## config.mk

```make
export PLATFORM = sky130hd
export DESIGN_NAME = two_class_priority_fifo_core_flat
export DESIGN_NICKNAME = d
export VERILOG_FILES = /design/src/hw/rtl/tcpf_pkg.sv /design/src/hw/rtl/tcpf_in_if.sv /design/src/hw/rtl/tcpf_out_if.sv /design/src/hw/rtl/two_class_priority_fifo_core.sv /design/src/hw/rtl/tcpf_ram.sv /design/src/hw/rtl/tcpf_engine.sv /design/src/flat_wrapper.sv
export SDC_FILE = /design/constraint.sdc
export NUM_CORES = 1
export LEC_CHECK = 0
export BUFFER_PORTS_ARGS = -buffer_cell sky130_fd_sc_hd__buf_4
export CAP_MARGIN = 20
export CORE_AREA = 3 3 247 249
export CTS_BUF_LIST = sky130_fd_sc_hd__clkbuf_16
export DETAILED_ROUTE_END_ITERATION = 16
export DIE_AREA = 0 0 250 252
export GPL_ROUTABILITY_DRIVEN = 0
export PLACE_DENSITY = 0.76
export REMOVE_ABC_BUFFERS = 1
export SLEW_MARGIN = 10
export SYNTH_ARGS = -nofsm -noshare
export SYNTH_HDL_FRONTEND = slang
export SYNTH_SLANG_ARGS = --single-unit
export TNS_END_PERCENT = 20
```

## constraint.sdc

```tcl
create_clock -name clk_i -period 10.7 [get_ports clk_i]
set_clock_uncertainty 0.2 [all_clocks]
set_input_delay 2.14 -clock clk_i [delete_from_list [all_inputs] [get_ports clk_i]]
set_output_delay 2.14 -clock clk_i [all_outputs]
set_load 0.05 [all_outputs]
```

## src/hw/rtl/tcpf_pkg.sv

```systemverilog
package tcpf_pkg;

  localparam int unsigned KEY_W     = 8;
  localparam int unsigned PAYLOAD_W = 16;
  localparam int unsigned ENTRY_W   = KEY_W + PAYLOAD_W;
  localparam int unsigned STATUS_W  = 2;
  localparam int unsigned OCC_W     = 5;

  localparam logic [KEY_W-1:0] THRESHOLD_RESET = 8'd65;

  localparam logic KIND_ENQUEUE = 1'b0;
  localparam logic KIND_DEQUEUE = 1'b1;

  localparam logic [STATUS_W-1:0] STATUS_ENQUEUED = 2'd0;
  localparam logic [STATUS_W-1:0] STATUS_DEQUEUED = 2'd1;
  localparam logic [STATUS_W-1:0] STATUS_FULL     = 2'd2;
  localparam logic [STATUS_W-1:0] STATUS_EMPTY    = 2'd3;

  typedef struct packed {
    logic [STATUS_W-1:0] status;
    logic                has_data;
    logic                is_priority;
    logic [OCC_W-1:0]    occupancy;
  } op_t;

endpackage

```

## src/hw/rtl/tcpf_in_if.sv

```systemverilog
interface tcpf_in_if;
  import tcpf_pkg::*;

  logic                 valid;
  logic                 ready;
  logic                 kind;
  logic [KEY_W-1:0]     item_key;
  logic [PAYLOAD_W-1:0] item_payload;

  modport source (output valid, output kind, output item_key, output item_payload,
                  input ready);
  modport sink   (input valid, input kind, input item_key, input item_payload,
                  output ready);
endinterface

```

## src/hw/rtl/tcpf_out_if.sv

```systemverilog
interface tcpf_out_if;
  import tcpf_pkg::*;

  logic                 valid;
  logic                 ready;
  logic [STATUS_W-1:0]  status;
  logic [KEY_W-1:0]     out_key;
  logic [PAYLOAD_W-1:0] out_payload;
  logic                 out_is_priority;
  logic [OCC_W-1:0]     occupancy;

  modport source (output valid, output status, output out_key, output out_payload,
                  output out_is_priority, output occupancy, input ready);
  modport sink   (input valid, input status, input out_key, input out_payload,
                  input out_is_priority, input occupancy, output ready);
endinterface

```

## src/hw/rtl/two_class_priority_fifo_core.sv

```systemverilog
// Two-class FIFO: each enqueue item whose key is strictly above the threshold
// register joins the priority class, any other joins the normal class, and a
// dequeue item takes the oldest priority entry, else the oldest normal entry.
// Each class lives in its own DEPTH-entry RAM; total occupancy is capped at
// DEPTH, and every item yields exactly one result item carrying a status
// (enqueued, dequeued, rejected because full, dequeue on empty). An item
// is accepted in ST_IDLE, where it issues the RAM write or read and updates
// the pointers; ST_RESULT then captures the registered RAM read into the
// output register once that register is free. No item is accepted in
// ST_RESULT; the next item is accepted while a result still waits. The
// threshold resets to 65 and is meant to change only while the queue is empty.
module two_class_priority_fifo_core #(
  parameter int unsigned DEPTH = 16
) (
  input  logic                       clk_i,
  input  logic                       rst_ni,
  input  logic                       cfg_we_i,
  input  logic [tcpf_pkg::KEY_W-1:0] cfg_wdata_i,
  tcpf_in_if.sink                    in_if,
  tcpf_out_if.source                 out_if
);
  import tcpf_pkg::*;

  typedef enum logic {
    ST_IDLE,
    ST_RESULT
  } state_e;

  state_e               state_q;
  logic [KEY_W-1:0]     threshold_q;
  logic                 out_valid_q;
  logic [STATUS_W-1:0]  status_q;
  logic [KEY_W-1:0]     out_key_q;
  logic [PAYLOAD_W-1:0] out_payload_q;
  logic                 out_prio_q;
  logic [OCC_W-1:0]     occupancy_q;

  logic                 start;
  logic                 out_free;
  op_t                  op;
  logic [KEY_W-1:0]     rd_key;
  logic [PAYLOAD_W-1:0] rd_payload;

  assign in_if.ready = (state_q == ST_IDLE);
  assign start       = in_if.valid && in_if.ready;
  assign out_free    = !out_valid_q || out_if.ready;

  tcpf_engine #(
    .DEPTH(DEPTH)
  ) u_engine (
    .clk_i       (clk_i),
    .rst_ni      (rst_ni),
    .start_i     (start),
    .kind_i      (in_if.kind),
    .key_i       (in_if.item_key),
    .payload_i   (in_if.item_payload),
    .threshold_i (threshold_q),
    .op_o        (op),
    .rd_key_o    (rd_key),
    .rd_payload_o(rd_payload)
  );

  always_ff @(posedge clk_i or negedge rst_ni) begin
    if (!rst_ni) begin
      threshold_q <= THRESHOLD_RESET;
    end else if (cfg_we_i) begin
      threshold_q <= cfg_wdata_i;
    end
  end

  always_ff @(posedge clk_i or negedge rst_ni) begin
    if (!rst_ni) begin
      state_q       <= ST_IDLE;
      out_valid_q   <= 1'b0;
      status_q      <= '0;
      out_key_q     <= '0;
      out_payload_q <= '0;
      out_prio_q    <= 1'b0;
      occupancy_q   <= '0;
    end else begin
      case (state_q)
        ST_IDLE: begin
          if (out_if.ready) begin
            out_valid_q <= 1'b0;
          end
          if (start) begin
            state_q <= ST_RESULT;
          end
        end
        ST_RESULT: begin
          if (out_free) begin
            out_valid_q   <= 1'b1;
            status_q      <= op.status;
            out_key_q     <= op.has_data ? rd_key : '0;
            out_payload_q <= op.has_data ? rd_payload : '0;
            out_prio_q    <= op.is_priority;
            occupancy_q   <= op.occupancy;
            state_q       <= ST_IDLE;
          end
        end
        default: begin
          state_q <= ST_IDLE;
        end
      endcase
    end
  end

  assign out_if.valid           = out_valid_q;
  assign out_if.status          = status_q;
  assign out_if.out_key         = out_key_q;
  assign out_if.out_payload     = out_payload_q;
  assign out_if.out_is_priority = out_prio_q;
  assign out_if.occupancy       = occupancy_q;

endmodule

```

## src/hw/rtl/tcpf_ram.sv

```systemverilog
module tcpf_ram #(
  parameter int unsigned WIDTH = 24,
  parameter int unsigned DEPTH = 16
) (
  input  logic                     clk_i,
  input  logic                     we_i,
  input  logic [$clog2(DEPTH)-1:0] waddr_i,
  input  logic [WIDTH-1:0]         wdata_i,
  input  logic                     re_i,
  input  logic [$clog2(DEPTH)-1:0] raddr_i,
  output logic [WIDTH-1:0]         rdata_o
);

  logic [WIDTH-1:0] mem_q [DEPTH];
  logic [WIDTH-1:0] rdata_q;

  always_ff @(posedge clk_i) begin
    if (we_i) begin
      mem_q[waddr_i] <= wdata_i;
    end
    if (re_i) begin
      rdata_q <= mem_q[raddr_i];
    end
  end

  assign rdata_o = rdata_q;

endmodule

```

## src/hw/rtl/tcpf_engine.sv

```systemverilog
module tcpf_engine #(
  parameter int unsigned DEPTH = 16
) (
  input  logic                           clk_i,
  input  logic                           rst_ni,
  input  logic                           start_i,
  input  logic                           kind_i,
  input  logic [tcpf_pkg::KEY_W-1:0]     key_i,
  input  logic [tcpf_pkg::PAYLOAD_W-1:0] payload_i,
  input  logic [tcpf_pkg::KEY_W-1:0]     threshold_i,
  output tcpf_pkg::op_t                  op_o,
  output logic [tcpf_pkg::KEY_W-1:0]     rd_key_o,
  output logic [tcpf_pkg::PAYLOAD_W-1:0] rd_payload_o
);
  import tcpf_pkg::*;

  localparam int unsigned AW = $clog2(DEPTH);
  localparam int unsigned CW = $clog2(DEPTH + 1);
  localparam int unsigned TW = CW + 1;

  function automatic logic [AW-1:0] next_ptr(input logic [AW-1:0] ptr);
    next_ptr = (ptr == AW'(DEPTH - 1)) ? '0 : ptr + 1'b1;
  endfunction

  logic [AW-1:0] p_head_q, p_head_d, p_tail_q, p_tail_d;
  logic [AW-1:0] n_head_q, n_head_d, n_tail_q, n_tail_d;
  logic [CW-1:0] p_cnt_q, p_cnt_d, n_cnt_q, n_cnt_d;
  op_t           op_q, op_d;

  logic [TW-1:0]       total;
  logic [TW-1:0]       total_next;
  logic [TW+OCC_W-1:0] total_ext;
  logic                full;
  logic                enq, p_wr, n_wr, deq, p_rd, n_rd;
  logic [ENTRY_W-1:0]  wr_word, p_rdata, n_rdata, rd_word;

  assign total   = TW'(p_cnt_q) + TW'(n_cnt_q);
  assign full    = (total >= TW'(DEPTH));
  assign enq     = start_i && (kind_i == KIND_ENQUEUE) && !full;
  assign p_wr    = enq && (key_i > threshold_i);
  assign n_wr    = enq && !(key_i > threshold_i);
  assign deq     = start_i && (kind_i == KIND_DEQUEUE);
  assign p_rd    = deq && (p_cnt_q != '0);
  assign n_rd    = deq && (p_cnt_q == '0) && (n_cnt_q != '0);
  assign wr_word = {key_i, payload_i};

  always_comb begin
    p_head_d = p_rd ? next_ptr(p_head_q) : p_head_q;
    n_head_d = n_rd ? next_ptr(n_head_q) : n_head_q;
    p_tail_d = p_wr ? next_ptr(p_tail_q) : p_tail_q;
    n_tail_d = n_wr ? next_ptr(n_tail_q) : n_tail_q;
    p_cnt_d  = p_cnt_q;
    n_cnt_d  = n_cnt_q;
    if (p_wr) begin
      p_cnt_d = p_cnt_q + 1'b1;
    end else if (p_rd) begin
      p_cnt_d = p_cnt_q - 1'b1;
    end
    if (n_wr) begin
      n_cnt_d = n_cnt_q + 1'b1;
    end else if (n_rd) begin
      n_cnt_d = n_cnt_q - 1'b1;
    end

    if (enq) begin
      total_next = total + 1'b1;
    end else if (p_rd || n_rd) begin
      total_next = total - 1'b1;
    end else begin
      total_next = total;
    end
    total_ext = {{OCC_W{1'b0}}, total_next};

    op_d.has_data    = p_rd || n_rd;
    op_d.is_priority = p_rd;
    op_d.occupancy   = total_ext[OCC_W-1:0];
    if (kind_i == KIND_ENQUEUE) begin
      op_d.status = full ? STATUS_FULL : STATUS_ENQUEUED;
    end else begin
      op_d.status = (p_rd || n_rd) ? STATUS_DEQUEUED : STATUS_EMPTY;
    end
  end

  always_ff @(posedge clk_i or negedge rst_ni) begin
    if (!rst_ni) begin
      p_head_q <= '0;
      p_tail_q <= '0;
      n_head_q <= '0;
      n_tail_q <= '0;
      p_cnt_q  <= '0;
      n_cnt_q  <= '0;
      op_q     <= '0;
    end else if (start_i) begin
      p_head_q <= p_head_d;
      p_tail_q <= p_tail_d;
      n_head_q <= n_head_d;
      n_tail_q <= n_tail_d;
      p_cnt_q  <= p_cnt_d;
      n_cnt_q  <= n_cnt_d;
      op_q     <= op_d;
    end
  end

  tcpf_ram #(
    .WIDTH(ENTRY_W),
    .DEPTH(DEPTH)
  ) u_prio_ram (
    .clk_i  (clk_i),
    .we_i   (p_wr),
    .waddr_i(p_tail_q),
    .wdata_i(wr_word),
    .re_i   (p_rd),
    .raddr_i(p_head_q),
    .rdata_o(p_rdata)
  );

  tcpf_ram #(
    .WIDTH(ENTRY_W),
    .DEPTH(DEPTH)
  ) u_norm_ram (
    .clk_i  (clk_i),
    .we_i   (n_wr),
    .waddr_i(n_tail_q),
    .wdata_i(wr_word),
    .re_i   (n_rd),
    .raddr_i(n_head_q),
    .rdata_o(n_rdata)
  );

  assign rd_word      = op_q.is_priority ? p_rdata : n_rdata;
  assign rd_key_o     = rd_word[ENTRY_W-1:PAYLOAD_W];
  assign rd_payload_o = rd_word[PAYLOAD_W-1:0];
  assign op_o         = op_q;

endmodule
```

## src/flat_wrapper.sv

```systemverilog
// flat-port wrapper written by rule: the top's interface ports become plain ports
module two_class_priority_fifo_core_flat import tcpf_pkg::*;
#(
  parameter int unsigned DEPTH = 16
)
  (clk_i, rst_ni, cfg_we_i, cfg_wdata_i, in_if_valid, in_if_kind, in_if_item_key, in_if_item_payload, in_if_ready, out_if_valid, out_if_status, out_if_out_key, out_if_out_payload, out_if_out_is_priority, out_if_occupancy, out_if_ready);
  tcpf_in_if in_if_i ();
  tcpf_out_if out_if_i ();
  input  logic clk_i;
  input  logic rst_ni;
  input  logic cfg_we_i;
  input  logic [tcpf_pkg::KEY_W-1:0] cfg_wdata_i;
  input wire logic [$bits(in_if_i.valid)-1:0] in_if_valid;
  input wire logic [$bits(in_if_i.kind)-1:0] in_if_kind;
  input wire logic [$bits(in_if_i.item_key)-1:0] in_if_item_key;
  input wire logic [$bits(in_if_i.item_payload)-1:0] in_if_item_payload;
  output wire logic [$bits(in_if_i.ready)-1:0] in_if_ready;
  output wire logic [$bits(out_if_i.valid)-1:0] out_if_valid;
  output wire logic [$bits(out_if_i.status)-1:0] out_if_status;
  output wire logic [$bits(out_if_i.out_key)-1:0] out_if_out_key;
  output wire logic [$bits(out_if_i.out_payload)-1:0] out_if_out_payload;
  output wire logic [$bits(out_if_i.out_is_priority)-1:0] out_if_out_is_priority;
  output wire logic [$bits(out_if_i.occupancy)-1:0] out_if_occupancy;
  input wire logic [$bits(out_if_i.ready)-1:0] out_if_ready;
  assign in_if_i.valid = in_if_valid;
  assign in_if_i.kind = in_if_kind;
  assign in_if_i.item_key = in_if_item_key;
  assign in_if_i.item_payload = in_if_item_payload;
  assign in_if_ready = in_if_i.ready;
  assign out_if_valid = out_if_i.valid;
  assign out_if_status = out_if_i.status;
  assign out_if_out_key = out_if_i.out_key;
  assign out_if_out_payload = out_if_i.out_payload;
  assign out_if_out_is_priority = out_if_i.out_is_priority;
  assign out_if_occupancy = out_if_i.occupancy;
  assign out_if_i.ready = out_if_ready;
  two_class_priority_fifo_core #(.DEPTH(DEPTH)) u_core (.clk_i(clk_i), .rst_ni(rst_ni), .cfg_we_i(cfg_we_i), .cfg_wdata_i(cfg_wdata_i), .in_if(in_if_i), .out_if(out_if_i));
endmodule
```

==> metrics.yaml <==
clock_power_share_pct: 30.5
cp.required_ps: 11010
cts_htree_levels: 3
p_seq_share_pct: 43.9
grt_pass1_wl_um: 114000
worstMarginPinSlew_ps: 1040
cts_inserted_buffers: 86
clock-root-buffer: "clkbuf_16"
grt.overflow.total: 0
nFillCells: 3672
final-setup-viol-count: 0
postSynth.asyncResetShare_pct: 8.62
synth_edf_count: 816
p_switching_uw: 2920
fin_nets: 2014
min_period_ps: 5230
ant_nets: 0
cts-resized-gates: 0
io_pins: 72
regArea_mm2: 0.0265
ys_warn_count: 0
initial_utilization_pct: 60.0
critPathCaptureType: "flop"
startpoint_type: "input pin"
cts_buffer_depth: 3
maxCapViolations: 0
p_total_uw: 9680
hpwl_um: 43400
worstPathCellList: "buf_4 -> ha_1 -> and3_1 -> a221o_1 -> a22oi_2 -> buf_4 -> and2_1 -> inv_1 -> fa_1 -> a21o_1 -> a21o_1 -> nor4_1 -> a31oi_1 -> xnor2_1"
synth_ff_type: "edfxtp_1"
rsz0062_at_grt: "false"
die_h_um: 252
antennaDiodeCount: 0
vias: 17772
p_int_uw: 6770
path_max_fanout: 33
wl_per_cell_um: 27.0
leakagePower_uw: 0.0133
post-cts-setup-buffers: 0
track_usage_pct: 24.2
p_comb_share_pct: 25.6
synth_area_mm2: 0.0354
cp_data_arrival_time_ps: 5540
post-route-period-util_pct: 48.9
syn_to_final_growth_pct: 12.2
peakVddDrop_uv: 211
core_area_mm2: 0.0589
tritoncts: "done"
remaining_drc_errors: 0
crit_family: "compound AO/OA/AOI/OAI gates"
wl_um: 75100
switching_share_pct: 30.1
ys_seq_elements: 893
die_area_mm2: 0.0630
synthCells: 1832
grt_max_degree: 62
avgSynthCellArea_um2: 19.3
finalHoldViolCount: 0
clk_latency_ps: 630
clkSlewWorstSetupHoldPaths_ps: 60
finalWorstSetupSlack_ps: 5470
vias_per_cell: 6.38
final_max_slew_viol_count: 0
grt_pass1_vias: 18260
cpPeakStageDelay_ps: 440
ys_seq_area_share_pct: 74.8
relSlewSlack_pct: 30.3
drive_above_1_share_pct: 23.5
place_ws_ps: 4830
drt_iter0_markers: 1937
status: "finished, final reports clean"
clkSinkCount: 893
holdBufCountCts: 0
antenna_found_initial: 1
powerDensity_mw_per_mm2: 244
dieWidth_um: 250
io_buffers: 71
max_freq_ghz: 0.191
firstDrtPassIters: 6
worstSetupPathType: "in2reg"
rows: 89
fin_tns_setup_ps: 0
min_path_type: "reg2reg"
critPathSlowestCell: "fa_1"
crit_buf_inv: 3
multi_input_area_mm2: 0.00847
synthDistinctLibCells: 66
## cell usage after synthesis (all sizes together), types with 4 or more instances
cell type | count | area (um^2)
mux2 | 44 | 495
ha | 32 | 400
nor2 | 34 | 144
inv | 29 | 111
and4 | 10 | 87.6
dfrtp | 75 | 1880
a21oi | 57 | 285
nor3 | 5 | 35.0
mux2i | 120 | 1200
a211oi | 27 | 203
a22o | 25 | 219
nand3 | 14 | 70.1
nand2 | 61 | 229
a21o | 10 | 75.1
edfxtp | 816 | 24500
xnor2 | 10 | 87.6
buf | 35 | 180
nor3b | 4 | 30.0
o31ai | 4 | 35.0
a31oi | 5 | 31.3
and2 | 11 | 68.8
a22oi | 26 | 200
nand2b | 4 | 32.5
a221oi | 24 | 210
xor2 | 6 | 52.6
nor2b | 27 | 169
nor4 | 8 | 62.6
o21ai | 62 | 322
clkbuf | 65 | 244
nor4b | 5 | 92.6
mux4 | 144 | 3240
## path summary, 6_finish.rpt
check                                                       start                                       to  slack, ps  depth (start not counted)
max in group asynchronous                                  rst_ni  u_core.u_engine.n_head_q[2]$_DFFE_PN0P_       7930                          2
min in group asynchronous                                  rst_ni   u_core.out_if.occupancy[4]$_DFFE_PN0P_       1220                          1
min reg2reg                   u_core.u_engine.op_o[5]$_DFFE_PN0P_      u_core.u_engine.op_o[5]$_DFFE_PN0P_        280                          2
max                                             in_if_item_key[3]   u_core.u_engine.n_cnt_q[4]$_DFFE_PN0P_       5470                         14
min                           u_core.u_engine.op_o[5]$_DFFE_PN0P_      u_core.u_engine.op_o[5]$_DFFE_PN0P_        280                          2
max reg2reg                u_core.u_engine.p_cnt_q[0]$_DFFE_PN0P_   u_core.u_engine.n_cnt_q[4]$_DFFE_PN0P_       6090                         14
## final cells by class
class	instances	area share, %
Inverter	29	0.281
Multi-Input combinational cell	810	21.4
Timing Repair Buffer	121	2.29
Tap cell	773	2.44
Clock buffer	90	5.68
Sequential cell	893	66.7
Clock inverter	68	1.28
## flip-flops by register name (all words and copies together) (netlist names), 2 cells and up
| register | flops |
|---|---|
| u_core.u_engine.p_tail_q | 4 |
| u_core.out_if.occupancy | 5 |
| u_core.out_if.status | 2 |
| u_core.u_engine.n_cnt_q | 5 |
| u_core.u_engine.n_tail_q | 4 |
| u_core.u_engine.op_o | 9 |
| u_core.out_if.out_payload | 16 |
| u_core.u_engine.p_head_q | 4 |
| u_core.u_engine.u_prio_ram.mem_q | 384 |
| u_core.u_engine.u_prio_ram.rdata_o | 24 |
| u_core.out_if.out_key | 8 |
| u_core.u_engine.u_norm_ram.mem_q | 384 |
| u_core.u_engine.n_head_q | 4 |
| u_core.threshold_q | 8 |
| u_core.u_engine.u_norm_ram.rdata_o | 24 |
| u_core.u_engine.p_cnt_q | 5 |
## logic make-up (layout without fill, tap and decap cells)
family / Yosys count / count (layout) / share of synthesized area [%]
compound gates: 255 / 255 / 4.86
xor+xnor: 16 / 16 / 0.396
fa+ha+maj: 35 / 35 / 1.30
buf+inv: 129 / 308 / 1.51
flops: 893 / 893 / 74.8
mux: 308 / 308 / 14.0
simple gates: 196 / 196 / 3.18
## cells in the final DEF, fill, tap and decap left out, types with 20 or more instances in the layout
master,instances
edfxtp_1,816
mux4_2,144
buf_4,121
mux2i_1,120
clkbuf_16,90
dfrtp_1,69
o21ai_0,61
nand2_1,60
a21oi_1,57
mux2_2,44
inv_1,39
nor2_1,32
ha_1,32
a211oi_1,27
nor2b_1,26
a22oi_1,25
a22o_1,25
a221oi_1,24
clkinv_2,21
clkinv_1,20
## routing by layer
metal	global-route usage (%)	wire [um]	up-vias
li1	-	-	7648
met1	34.4	30600	9247
met2	39.7	37400	746
met3	4.07	5430	131
met4	6.89	1720	0
met5	0	0	-
## power groups by stage
stage	combinational [uW]	clock, uW	sequential [uW]
2_1_floorplan	1580	0	4590
3_3_place_gp	2420	0	4310
3_5_place_dp	2470	0	4320
4_1_cts	2500	3000	4250
5_1_grt	2680	3130	4270
6_report	2480	2950	4250
## tightest hold or removal path: stages (launching register included)
cell	delay [ps]
dfrtp_1	340
nand2_1	50
nand2_1	50
## through the flow
step           std cells  util (%)  hold slack [ps]  instance area (um^2)
2_1_floorplan       1732         -              242                 34900
3_3_place_gp        2626      62.7              265                 36900
3_5_place_dp        2626      62.7              267                 36900
4_1_cts             2784      67.3              283                 39700
5_1_grt             2784      67.3              307                 39700
6_report            2784      67.3              281                 39700
Note: power is estimated with default switching activity, not from simulation.
